[config.mk]
export PLATFORM = sky130hd
export DESIGN_NAME = radix64_codec_flat
export DESIGN_NICKNAME = d
export VERILOG_FILES = /design/src/rtl/r64_pkg.sv /design/src/rtl/r64_in_if.sv /design/src/rtl/r64_out_if.sv /design/src/rtl/radix64_codec.sv /design/src/rtl/r64_step.sv /design/src/flat_wrapper.sv
export VERILOG_INCLUDE_DIRS = /design/src /design/src/rtl
export SDC_FILE = /design/constraint.sdc
export NUM_CORES = 1
export LEC_CHECK = 0
export ABC_AREA = 1
export BUFFER_PORTS_ARGS = -buffer_cell sky130_fd_sc_hd__clkbuf_2
export CAP_MARGIN = 20
export CORE_MARGIN = 4
export CORE_UTILIZATION = 61
export DETAILED_ROUTE_END_ITERATION = 16
export PLACE_DENSITY = 0.82
export REMOVE_ABC_BUFFERS = 1
export SYNTH_ARGS = -nofsm -noshare
export SYNTH_HDL_FRONTEND = slang
export SYNTH_SLANG_ARGS = --single-unit
[constraint.sdc]
create_clock -name clk -period 4.45 [get_ports clk]
set_input_delay 0.2225 -clock clk [delete_from_list [all_inputs] [get_ports clk]]
set_output_delay 0.2225 -clock clk [all_outputs]
set_load 0.1 [all_outputs]
[src/rtl/radix64_codec_macros.svh]
// Assertion macros for the radix-64 codec.
// Used by the top level; expects clk and arst_n in the including scope.
`ifndef RADIX64_CODEC_MACROS_SVH
`define RADIX64_CODEC_MACROS_SVH

// Same-cycle implication, checked while out of reset.
`define R64_ASSERT_NOW(label, ante, cons) \
	label: assert property (@(posedge clk) disable iff (!arst_n) (ante) |-> (cons)) \
		else $error("radix64_codec: same-cycle check failed");

// Next-cycle implication, checked while out of reset.
`define R64_ASSERT_NEXT(label, ante, cons) \
	label: assert property (@(posedge clk) disable iff (!arst_n) (ante) |=> (cons)) \
		else $error("radix64_codec: next-cycle check failed");

`endif

[src/rtl/r64_pkg.sv]
// Shared types, constants and symbol mapping functions for the radix-64 codec.
// No dependencies; used by the step logic, the top level and the testbench.
`default_nettype none

package r64_pkg;

	localparam int unsigned CodeW  = 6;
	localparam int unsigned CountW = 3;
	localparam int unsigned ByteW  = 8;

	// Direction register codes
	localparam logic DirEncode = 1'b0;
	localparam logic DirDecode = 1'b1;

	// Action codes of the input word
	localparam logic ActData = 1'b0;
	localparam logic ActEnd  = 1'b1;

	// Message state carried between words
	typedef struct packed {
		logic [CodeW-1:0]  bits;
		logic [CountW-1:0] count;
		logic              halted;
	} r64_state_t;

	// One result word
	typedef struct packed {
		logic [ByteW-1:0] value;
		logic             last;
	} r64_word_t;

	// Outcome of processing one input word
	typedef struct packed {
		logic [1:0] n;
		r64_word_t  r0;
		r64_word_t  r1;
		r64_state_t nxt;
	} r64_step_t;

	// 6-bit code to ASCII symbol: digits, upper case, lower case, '+', '/'
	function automatic logic [ByteW-1:0] code_to_char(input logic [CodeW-1:0] c);
		logic [ByteW-1:0] cx;
		cx = {2'b00, c};
		if (c < 6'd10) begin
			return 8'h30 + cx;
		end else if (c < 6'd36) begin
			return 8'h41 + cx - 8'd10;
		end else if (c < 6'd62) begin
			return 8'h61 + cx - 8'd36;
		end else if (c == 6'd62) begin
			return 8'h2b;
		end else begin
			return 8'h2f;
		end
	endfunction

	// ASCII symbol to code; bit 6 set marks a character outside the alphabet
	function automatic logic [CodeW:0] char_to_code(input logic [ByteW-1:0] ch);
		logic [ByteW-1:0] d;
		d = 8'h00;
		case (ch) inside
			[8'h30:8'h39]: begin
				d = ch - 8'h30;
				return {1'b0, d[CodeW-1:0]};
			end
			[8'h41:8'h5a]: begin
				d = ch - 8'h41 + 8'd10;
				return {1'b0, d[CodeW-1:0]};
			end
			[8'h61:8'h7a]: begin
				d = ch - 8'h61 + 8'd36;
				return {1'b0, d[CodeW-1:0]};
			end
			8'h2b: return {1'b0, 6'd62};
			8'h2f: return {1'b0, 6'd63};
			default: return {1'b1, 6'd0};
		endcase
	endfunction

endpackage

`default_nettype wire

[src/rtl/r64_in_if.sv]
// Input channel of the radix-64 codec: valid/ready with action and data.
// Depends on nothing.
`default_nettype none

interface r64_in_if;
	logic       valid;
	logic       ready;
	logic       action;
	logic [7:0] data;

	modport source (output valid, output action, output data, input ready);
	modport sink (input valid, input action, input data, output ready);
endinterface

`default_nettype wire

[src/rtl/r64_out_if.sv]
// Result channel of the radix-64 codec: valid/ready with value and last.
// Depends on nothing.
`default_nettype none

interface r64_out_if;
	logic       valid;
	logic       ready;
	logic [7:0] value;
	logic       last;

	modport source (output valid, output value, output last, input ready);
	modport sink (input valid, input value, input last, output ready);
endinterface

`default_nettype wire

[src/rtl/radix64_codec.sv]
// Radix-64 codec top level: input register, step logic, two-word result queue.
// Uses r64_pkg, r64_in_if, r64_out_if, r64_step and radix64_codec_macros.svh.
//
// Radix-64 codec without padding, alphabet 0-9, A-Z, a-z, '+', '/'. Write cfg_wdata
// with cfg_we to pick the direction (0 encode bytes, 1 decode characters); every write
// also starts a new message. An input word with action 1 ends the message: while
// encoding it flushes any held bits as one last symbol. The block takes one input word
// per cycle while the result queue has room. A word is held in the input register and
// then its results enter a two-entry result queue, whose head is offered on the
// result channel. The result channel moves one word per cycle while dout.ready is
// high, so an encoded byte that yields two symbols holds the channel for two words.
`default_nettype none
`include "radix64_codec_macros.svh"

module radix64_codec (
	input  wire logic  clk,
	input  wire logic  arst_n,
	input  wire logic  cfg_we,
	input  wire logic  cfg_wdata,
	r64_in_if.sink     din,
	r64_out_if.source  dout
);
	import r64_pkg::*;

	logic       dir_q;
	r64_state_t st_q;
	logic       in_v_s1;
	logic       action_s1;
	logic [7:0] data_s1;
	r64_word_t  ent0_q, ent1_q;
	logic [1:0] cnt_q;
	r64_step_t  step;
	logic       pop;
	logic       take;
	logic [2:0] room;
	logic [1:0] pos;
	logic [1:0] cnt_n;
	r64_word_t  ent0_n, ent1_n;

	r64_step u_step (
		.direction (dir_q),
		.action    (action_s1),
		.data      (data_s1),
		.st        (st_q),
		.res       (step)
	);

	// Handshakes
	assign pop       = dout.valid && dout.ready;
	assign room      = 3'd2 - {1'b0, cnt_q} + {2'b00, pop};
	assign take      = in_v_s1 && ({1'b0, step.n} <= room);
	assign din.ready = !in_v_s1 || take;
	assign dout.valid = (cnt_q != 2'd0);
	assign dout.value = ent0_q.value;
	assign dout.last  = ent0_q.last;

	// Result queue next contents: drop head on pop, append new words
	always_comb begin
		ent0_n = pop ? ent1_q : ent0_q;
		ent1_n = ent1_q;
		pos    = cnt_q - {1'b0, pop};
		cnt_n  = pos;
		if (take && step.n != 2'd0) begin
			if (pos == 2'd0) begin
				ent0_n = step.r0;
				ent1_n = step.r1;
			end else begin
				ent1_n = step.r0;
			end
			cnt_n = pos + step.n;
		end
	end

	// Control registers
	always_ff @(posedge clk or negedge arst_n) begin
		if (!arst_n) begin
			dir_q   <= DirEncode;
			st_q    <= '0;
			in_v_s1 <= 1'b0;
			cnt_q   <= 2'd0;
		end else begin
			if (cfg_we) begin
				dir_q <= cfg_wdata;
				st_q  <= '0;
			end else if (take) begin
				st_q <= step.nxt;
			end
			if (din.valid && din.ready) begin
				in_v_s1 <= 1'b1;
			end else if (take) begin
				in_v_s1 <= 1'b0;
			end
			cnt_q <= cnt_n;
		end
	end

	// Payload registers
	always_ff @(posedge clk) begin
		if (din.valid && din.ready) begin
			action_s1 <= din.action;
			data_s1   <= din.data;
		end
		ent0_q <= ent0_n;
		ent1_q <= ent1_n;
	end

	// Checks
	`R64_ASSERT_NOW(a_queue_bound, 1'b1, cnt_q != 2'd3)
	`R64_ASSERT_NOW(a_hold_blocks, in_v_s1 && !take, !din.ready)
	`R64_ASSERT_NOW(a_halt_decode, st_q.halted, dir_q == DirDecode)
	`R64_ASSERT_NEXT(a_enc_count, !cfg_we && dir_q == DirEncode && st_q.count == 3'd0
		&& st_q.bits == 6'd0, st_q.count == 3'd0 || st_q.count == 3'd2
		|| st_q.count == 3'd4 || dir_q == DirDecode)

endmodule

`default_nettype wire

[src/rtl/r64_step.sv]
// Combinational step of the radix-64 codec: one input word plus held state
// gives up to two result words and the next state. Uses r64_pkg.
`default_nettype none

module r64_step (
	input  wire logic                direction,
	input  wire logic                action,
	input  wire logic [7:0]          data,
	input  wire r64_pkg::r64_state_t st,
	output r64_pkg::r64_step_t       res
);
	import r64_pkg::*;

	logic [13:0] e_acc0, e_acc1, e_acc2;
	logic [3:0]  e_a0, e_a1, e_a2;
	logic [5:0]  e_s0, e_s1;
	logic        e_two;
	logic [6:0]  d_code;
	logic [13:0] d_acc0, d_acc1;
	logic [3:0]  d_a0, d_a1;
	logic [7:0]  d_val;
	logic        d_out;
	logic [2:0]  f_sh;
	logic [5:0]  f_sym;

	// Encode: add 8 bits, peel off one or two 6-bit groups from the top
	always_comb begin
		e_acc0 = {st.bits, data};
		e_a0   = {1'b0, st.count} + 4'd8;
		e_a1   = e_a0 - 4'd6;
		e_s0   = 6'(e_acc0 >> e_a1);
		e_acc1 = e_acc0 & ~(14'h3fff << e_a1);
		e_two  = (e_a1 >= 4'd6);
		if (e_two) begin
			e_a2 = e_a1 - 4'd6;
		end else begin
			e_a2 = e_a1;
		end
		e_s1   = 6'(e_acc1 >> e_a2);
		e_acc2 = e_two ? (e_acc1 & ~(14'h3fff << e_a2)) : e_acc1;
	end

	// Decode: add 6 bits, emit a byte once 8 are gathered
	always_comb begin
		d_code = char_to_code(data);
		d_acc0 = {2'b00, st.bits, d_code[5:0]};
		d_a0   = {1'b0, st.count} + 4'd6;
		d_out  = (d_a0 >= 4'd8);
		d_a1   = d_out ? (d_a0 - 4'd8) : d_a0;
		d_val  = 8'(d_acc0 >> d_a1);
		d_acc1 = d_out ? (d_acc0 & ~(14'h3fff << d_a1)) : d_acc0;
	end

	// Flush: held bits moved to the top of one symbol
	always_comb begin
		f_sh  = 3'd6 - st.count;
		f_sym = st.bits << f_sh;
	end

	// Select the outcome
	always_comb begin
		res           = '0;
		res.nxt       = st;
		res.r1.last   = 1'b1;
		if (action == ActEnd) begin
			res.nxt = '0;
			if (direction == DirEncode && st.count != 3'd0 && st.count < 3'd6) begin
				res.n        = 2'd1;
				res.r0.value = code_to_char(f_sym);
				res.r0.last  = 1'b1;
			end
		end else if (direction == DirEncode) begin
			res.n          = e_two ? 2'd2 : 2'd1;
			res.r0.value   = code_to_char(e_s0);
			res.r0.last    = !e_two;
			res.r1.value   = code_to_char(e_s1);
			res.nxt.bits   = e_acc2[5:0];
			res.nxt.count  = e_a2[2:0];
		end else if (!st.halted) begin
			if (d_code[6]) begin
				res.nxt.halted = 1'b1;
			end else begin
				res.n         = d_out ? 2'd1 : 2'd0;
				res.r0.value  = d_val;
				res.r0.last   = 1'b1;
				res.nxt.bits  = d_acc1[5:0];
				res.nxt.count = d_a1[2:0];
			end
		end
	end

endmodule

`default_nettype wire

[src/flat_wrapper.sv]
// flat-port wrapper written by rule: the top's interface ports become plain ports
module radix64_codec_flat import r64_pkg::*;
  (clk, arst_n, cfg_we, cfg_wdata, din_valid, din_action, din_data, din_ready, dout_valid, dout_value, dout_last, dout_ready);
  r64_in_if din_i ();
  r64_out_if dout_i ();
  input  wire logic clk;
  input  wire logic arst_n;
  input  wire logic cfg_we;
  input  wire logic cfg_wdata;
  input wire logic [$bits(din_i.valid)-1:0] din_valid;
  input wire logic [$bits(din_i.action)-1:0] din_action;
  input wire logic [$bits(din_i.data)-1:0] din_data;
  output wire logic [$bits(din_i.ready)-1:0] din_ready;
  output wire logic [$bits(dout_i.valid)-1:0] dout_valid;
  output wire logic [$bits(dout_i.value)-1:0] dout_value;
  output wire logic [$bits(dout_i.last)-1:0] dout_last;
  input wire logic [$bits(dout_i.ready)-1:0] dout_ready;
  assign din_i.valid = din_valid;
  assign din_i.action = din_action;
  assign din_i.data = din_data;
  assign din_ready = din_i.ready;
  assign dout_valid = dout_i.valid;
  assign dout_value = dout_i.value;
  assign dout_last = dout_i.last;
  assign dout_i.ready = dout_ready;
  radix64_codec u_core (.clk(clk), .arst_n(arst_n), .cfg_we(cfg_we), .cfg_wdata(cfg_wdata), .din(din_i), .dout(dout_i));
endmodule
# After elaboration in Yosys (flattened, before gate mapping)

Index checks and enable logic that the tools add are counted.

Bits in registers: 41
Input bits: 15
Output and inout bits: 11
Logic and storage cells: 148

$add $sub $neg: 30
Magnitude comparators: 19
Equality and inequality tests: 7
Shifts and indexed selects: 7
Mux-type cells: 45
Bitwise gates (word level): 7
Reduce and logical (&&, ||, !) cells: 21

Operator list:

| operator                | count |
|---|---|
| $mux W8                 | 11 |
| $mux W10                | 7 |
| $mux W9                 | 6 |
| $add A7 B6 Y8 const A   | 6 |
| $lt A6 B6 Y1 const B    | 6 |
| $mux W7                 | 5 |
| $shl A14 B4 Y6 const A  | 2 |
| $shr A14 B4 Y6          | 2 |
| $sub A8 B4 Y8 const B   | 3 |
| $sub A8 B6 Y8 const B   | 3 |
| $mux W11                | 2 |
| $add A6 B6 Y7 const A   | 3 |
| $eq A6 B6 Y1 const B    | 3 |
| $lt A6 B4 Y1 const B    | 3 |
| $eq A8 B6 Y1 const B    | 2 |
| $ge A8 B7 Y1 const B    | 2 |
| $le A8 B7 Y1 const B    | 2 |
| $and A14 B14 Y14        | 1 |
| $not A14 Y14            | 1 |
| $shl A14 B4 Y14 const A | 1 |
| $and A6 B6 Y6           | 2 |
| $mux W6                 | 2 |
| $not A6 Y6              | 2 |
| $shr A12 B4 Y8          | 1 |
| other kinds (34)        | 58 |

# Longest topological paths before layout

Word-level depth: 16
Depth in mapped cells: 24
Mapped depth without buffers: 22

# Hierarchy

From an unflattened synthesis, not the netlist that was laid out.

Cell total of the unflattened synthesis: 1,062
Area, all modules: 6,200.9 µm²

Modules (own cells, without submodules):

| module        | times used | cells an instance | area each (µm²) |
|---|---|---|---|
| r64_step      | 1          | 823               | 4,256.6 |
| radix64_codec | 1          | 239               | 1,944.4 |

# Worst setup path before layout

No wires, ideal clock.

Kind: flip-flop to flip-flop
Start point: register u_core.cnt_q[1]
End point: register u_core.action_s1, enable pin
Setup time: 281 ps
Arrival: 3,518 ps
Required time: 4,169 ps
Slack: 651 ps
Cell stages (with the launch flop): 14
Path buffers: 1
Period minus slack after synthesis: 3,799 ps
Cell sequence: dfrtp_1 > or2_2 > nand2_1 > clkbuf_1 > ha_1 > ha_1 > ha_1 > inv_1 > nor2_1 > nor2_1 > a211oi_1 > nand2_1 > nand2_1 > inv_1

Longest elaborated chain between the ends: 7
Elaborated cells on any way between the ends: 8

RTL lines:

| element                | line                 | source |
|---|---|---|
| start, declared        | radix64_codec.sv:31  | `logic [1:0] cnt_q;` |
| start signal, assigned | radix64_codec.sv:93  | `cnt_q <= cnt_n;` |
| $reduce_bool A2 Y1     | radix64_codec.sv:53  | `assign dout.valid = (cnt_q != 2'd0);` |
| via dout_valid         | flat_wrapper.sv:14   | `output wire logic [$bits(dout_i.valid)-1:0] dout_valid;` |
| $logic_and A1 B1 Y1    | radix64_codec.sv:49  | `assign pop = dout.valid && dout.ready;` |
| $add A3 B1 Y3          | radix64_codec.sv:50  | `assign room = 3'd2 - {1'b0, cnt_q} + {2'b00, pop};` |
| $le A2 B3 Y1           | radix64_codec.sv:51  | `assign take = in_v_s1 && ({1'b0, step.n} <= room);` |
| $logic_and A1 B1 Y1    | radix64_codec.sv:51  |  |
| $logic_or A1 B1 Y1     | radix64_codec.sv:52  | `assign din.ready = !in_v_s1 \|\| take;` |
| via din_ready          | flat_wrapper.sv:13   | `output wire logic [$bits(din_i.ready)-1:0] din_ready;` |
| $logic_and A1 B1 Y1    | radix64_codec.sv:99  | `if (din.valid && din.ready) begin` |
| end signal, assigned   | radix64_codec.sv:100 | `action_s1 <= din.action;` |
| end, declared          | radix64_codec.sv:28  | `logic action_s1;` |

The timed path passes the listed nets, and every way through them passes these cells.
A chain may end at the register's enable or synchronous reset.

# Worst setup path in the final report

Start point: register u_core.st_q[3] (netlist bit)
End point: register u_core.ent1_q[3] (netlist bit), data pin

Longest elaborated chain between the ends: 14
Elaborated cells on any way between the ends: 68

RTL lines:

| element                                       | line                         | source |
|---|---|---|
| start, declared                               | radix64_codec.sv:26          | `r64_state_t st_q;` |
| start signal, assigned                        | radix64_codec.sv:86          | `st_q <= step.nxt;` |
| $add A3 B4 Y4                                 | r64_step.sv:29               | `e_a0 = {1'b0, st.count} + 4'd8;` |
| $sub A4 B3 Y4                                 | r64_step.sv:30               | `e_a1 = e_a0 - 4'd6;` |
| $shl A14 B4 Y14                               | r64_step.sv:32               | `e_acc1 = e_acc0 & ~(14'h3fff << e_a1);` |
| $not A14 Y14                                  | r64_step.sv:32               |  |
| $and A14 B14 Y14                              | r64_step.sv:32               |  |
| $shr A14 B4 Y6                                | r64_step.sv:39               | `e_s1 = 6'(e_acc1 >> e_a2);` |
| $add A7 B6 Y8 or $eq A6 B6 Y1 (tied branches) | r64_pkg.sv:49, r64_pkg.sv:50 |  |
| $sub A8 B6 Y8 or $mux W3 (tied branches)      | r64_pkg.sv:49, r64_pkg.sv:50 |  |
| $mux W8                                       | r64_pkg.sv:48                | `end else if (c < 6'd62) begin` |
| $mux W8                                       | r64_pkg.sv:46                | `end else if (c < 6'd36) begin` |
| $mux W8                                       | r64_pkg.sv:44                | `if (c < 6'd10) begin` |
| $mux W8                                       | r64_step.sv:72               | `end else if (direction == DirEncode) begin` |
| $mux W8                                       | r64_step.sv:65               | `if (action == ActEnd) begin` |
| $mux W9 *                                     | radix64_codec.sv:64          | `if (pos == 2'd0) begin` |
| end signal, assigned                          | radix64_codec.sv:104         | `ent1_q <= ent1_n;` |
| end, declared                                 | radix64_codec.sv:30          | `r64_word_t ent0_q, ent1_q;` |

Every way passes the cells marked *; elsewhere a longest branch is shown, timed or not.

==> flow_summary.yaml <==
critical_path:
  critical_path.top_delay_family: "adder cells"
  worst-endpoint-arrival_ns: 4.11
  cells_along_the_critical_path: "inv_1, ha_1, inv_2, nand3_1, nand3_1, o21ai_1, inv_1, ha_1, nand3_1, nand2_1, inv_2, nand2_2, o21ai_1, inv_1, a21oi_1, nand2_1, nand2_1, nand2_1"
  worst_path_most_repeated_cell: "sky130_fd_sc_hd__nand2_1"
  start_kind: "flop"
  timing_worst_setup_path_type: "reg -> reg"
  timing.critical_path.fanout_max: 21
  crit_path_max_incr_delay_ns: 0.70
  timing.critical_path.slowest_stage_cell: "sky130_fd_sc_hd__dfrtp_1"
  timing.critical_path.to_type: "flop"
  number_of_buffers_and_inverters_on_the_critical_path: 5
  worst-endpoint-required_ns: 4.51
timing:
  fmaxAchievable_ghz: 0.247
  fin_crit_sh_pct: 90.9
  setup_viol: 0
  worst-slew-pin-transition_ns: 0.585
  setup-tns-final_ns: 0
  worst_slack_ns: 0.404
  timing.final.hold_violations: 0
  post-route-min-period_ns: 4.05
  grt_setup_unrepaired: "false"
  final_max_slew_viols: 0
  timing.slew.headroom_pct: 61.0
  fin_skew_ns: 0.0123
synthesis:
  synthTopCellsByArea: "sky130_fd_sc_hd__nand2_1, sky130_fd_sc_hd__edfxtp_1, sky130_fd_sc_hd__ha_1"
  synth_warnings: 0
  post_synth_most_frequent_cells: "sky130_fd_sc_hd__nand2_1, sky130_fd_sc_hd__nand3_1, sky130_fd_sc_hd__inv_1"
  synth_top_cell_by_area: "sky130_fd_sc_hd__nand2_1"
  post-synth-top-count-cell: "sky130_fd_sc_hd__nand2_1"
  synth.distinct_cells: 47
  synthesis.instances: 825
  synth-seq-cells: 40
  ys_dominant_reg_cell: "sky130_fd_sc_hd__edfxtp_1"
  synth-edff-count: 18
  synth.avg_cell_area_um2: 6.37
  synth-seq-area-share_pct: 19.9
  postSynth.asyncResetShare_pct: 32.5
  mappedNetlistArea_mm2: 0.00526
  top_cell_type_s_share_of_synthesized_area_pct: 18.7
clocking:
  clock_tree_from_tritoncts: "built"
  clk-insertion-delay-late_ns: 0.31
  postCtsResizedCells: 0
  cts_max_path_buffers: 2
  cts_inserted_buffers: 5
  clock-root-buffer: "sky130_fd_sc_hd__clkbuf_8"
  cts.clk_slew.worst_paths_ns: 0.09
  cts.sink_count: 40
  cts.htree.levels: 2
detailed_routing:
  routed-via-count: 5416
  drt_wl_total_um: 14600
  wl_per_cell_um: 15.5
  tritonroute_pass_1_iters: 5
  dr_wl_met2_um: 6730
  vias_per_cell: 5.74
  met3_wirelength_um: 907
  detail-route-antenna-nets: 0
  remaining_drcs: 0
  drt-met1-wl_um: 6570
  drt_iter0_drc: 433
  top_layer_used: "met4"
die:
  die-width_um: 101
  placeableCoreArea_mm2: 0.00830
  start_util_pct: 63.3
  fp.dieArea_mm2: 0.0102
  top_level_ports: 26
  die_height_um: 101
  placement_rows: 33
cells_and_area:
  final_nets: 895
  design_area_mm2: 0.00548
  final_cells: 944
  flow.area_growth_from_synthesis_pct: 4.21
  post_route_cells_drive_above_1_share_pct: 14.5
  n_antenna_cell: 0
  nFillCells: 785
global_route:
  grt_remaining_overflow: 0
  antenna_violations_before_repair: 0
  grt_pass1_wl_um: 24000
  grt_util_all_layers_pct: 29.2
  largest_net_degree_at_the_start_of_global_routing: 22
  via_count_of_the_first_global_routing_pass: 5003
place:
  io_buffers: 25
  detailed_place.area_mm2: 0.00536
  placer_s_final_routability_congestion_estimate: 0.966
  pre_cts_ws_ns: 0.491
  post-place-cells: 935
  post_detailed_placement_half_perimeter_wirelength_um: 11500
run:
  maximum_capacitance_violations: 0
run_status:
  result_of_the_run: "finished clean"
worst_hold_path:
  hp-class: "in -> reg"
## final cells by class
type / count / area [um2] / share of cell area, %
multi-input combinational: 661 / 3640 / 66.5
sequential: 40 / 1050 / 19.1
inverter: 99 / 374 / 6.83
timing repair buffer: 31 / 173 / 3.15
tap: 105 / 131 / 2.40
clock buffer: 6 / 93.8 / 1.71
clock inverter: 2 / 15.0 / 0.274
## layer usage
layer	vias to the layer above	GRT usage, %
li1	2712	-
met1	2447	40.0
met2	220	46.5
met3	37	3.94
met4	0	11.0
met5	-	0
## layout by cell type (no fill, tap or decap), types with 14 or more instances in the layout
master and instances:
sky130_fd_sc_hd__nand3_1 101, sky130_fd_sc_hd__a21oi_1 32, sky130_fd_sc_hd__o21ai_1 14, sky130_fd_sc_hd__o21ai_0 38, sky130_fd_sc_hd__inv_2 18, sky130_fd_sc_hd__nor2_1 50, sky130_fd_sc_hd__nand2_2 17, sky130_fd_sc_hd__ha_1 42
sky130_fd_sc_hd__edfxtp_1 18, sky130_fd_sc_hd__nand2_1 262, sky130_fd_sc_hd__inv_1 78, sky130_fd_sc_hd__clkbuf_2 25
## state kept, by name (all words and copies together), names as in the netlist
name               cells
u_core.st_q            9
u_core.action_s1       1
u_core.dir_q           1
u_core.data_s1         8
u_core.ent1_q          9
u_core.cnt_q           2
u_core.dout.last       1
u_core.dout.value      8
u_core.in_v_s1         1
## metrics by stage
step                      utilization (%)  hold slack [ns]
final                                66.0           0.0914
after global routing                 66.0           0.0846
after detailed placement             64.6            0.151
after CTS                            66.0           0.0895
after floorplan                         -          -0.0731
after global placement               64.6            0.150
## logic make-up (layout without fill, tap and decap cells)
| kind of cell | count (synthesis) | count (layout) | synth area share, % |
|---|---|---|---|
| mux | 4 | 4 | 0.762 |
| flops | 40 | 40 | 19.9 |
| buf+inv | 124 | 138 | 10.8 |
| fa+ha+maj | 42 | 42 | 10.0 |
| simple gates | 480 | 480 | 42.5 |
| compound gates | 119 | 119 | 13.4 |
| xor+xnor | 16 | 16 | 2.67 |
## worst paths after layout
check | from | endpoint | slack, ns | cells past startpoint
setup reg to reg | u_core.st_q[3] | u_core.ent1_q[3] | 0.40 | 18
max in group asynchronous | arst_n | u_core.st_q[2] | 3.80 | 2
min in group asynchronous | arst_n | u_core.cnt_q[0] | 0.37 | 2
hold reg to reg | u_core.ent1_q[2] | u_core.dout.value[1] | 0.54 | 4
hold / removal | din_data[1] | u_core.data_s1[1] | 0.09 | 1
setup / recovery | u_core.st_q[3] | u_core.ent1_q[3] | 0.40 | 18
## repair_timing
item	in CTS	in global routing
buffers inserted	0	0
hold endpoints to repair	13	0
hold buffers	1	0
Power is not shown: default switching activity piles up to over one toggle a cycle in this logic, so the estimate is an artifact.
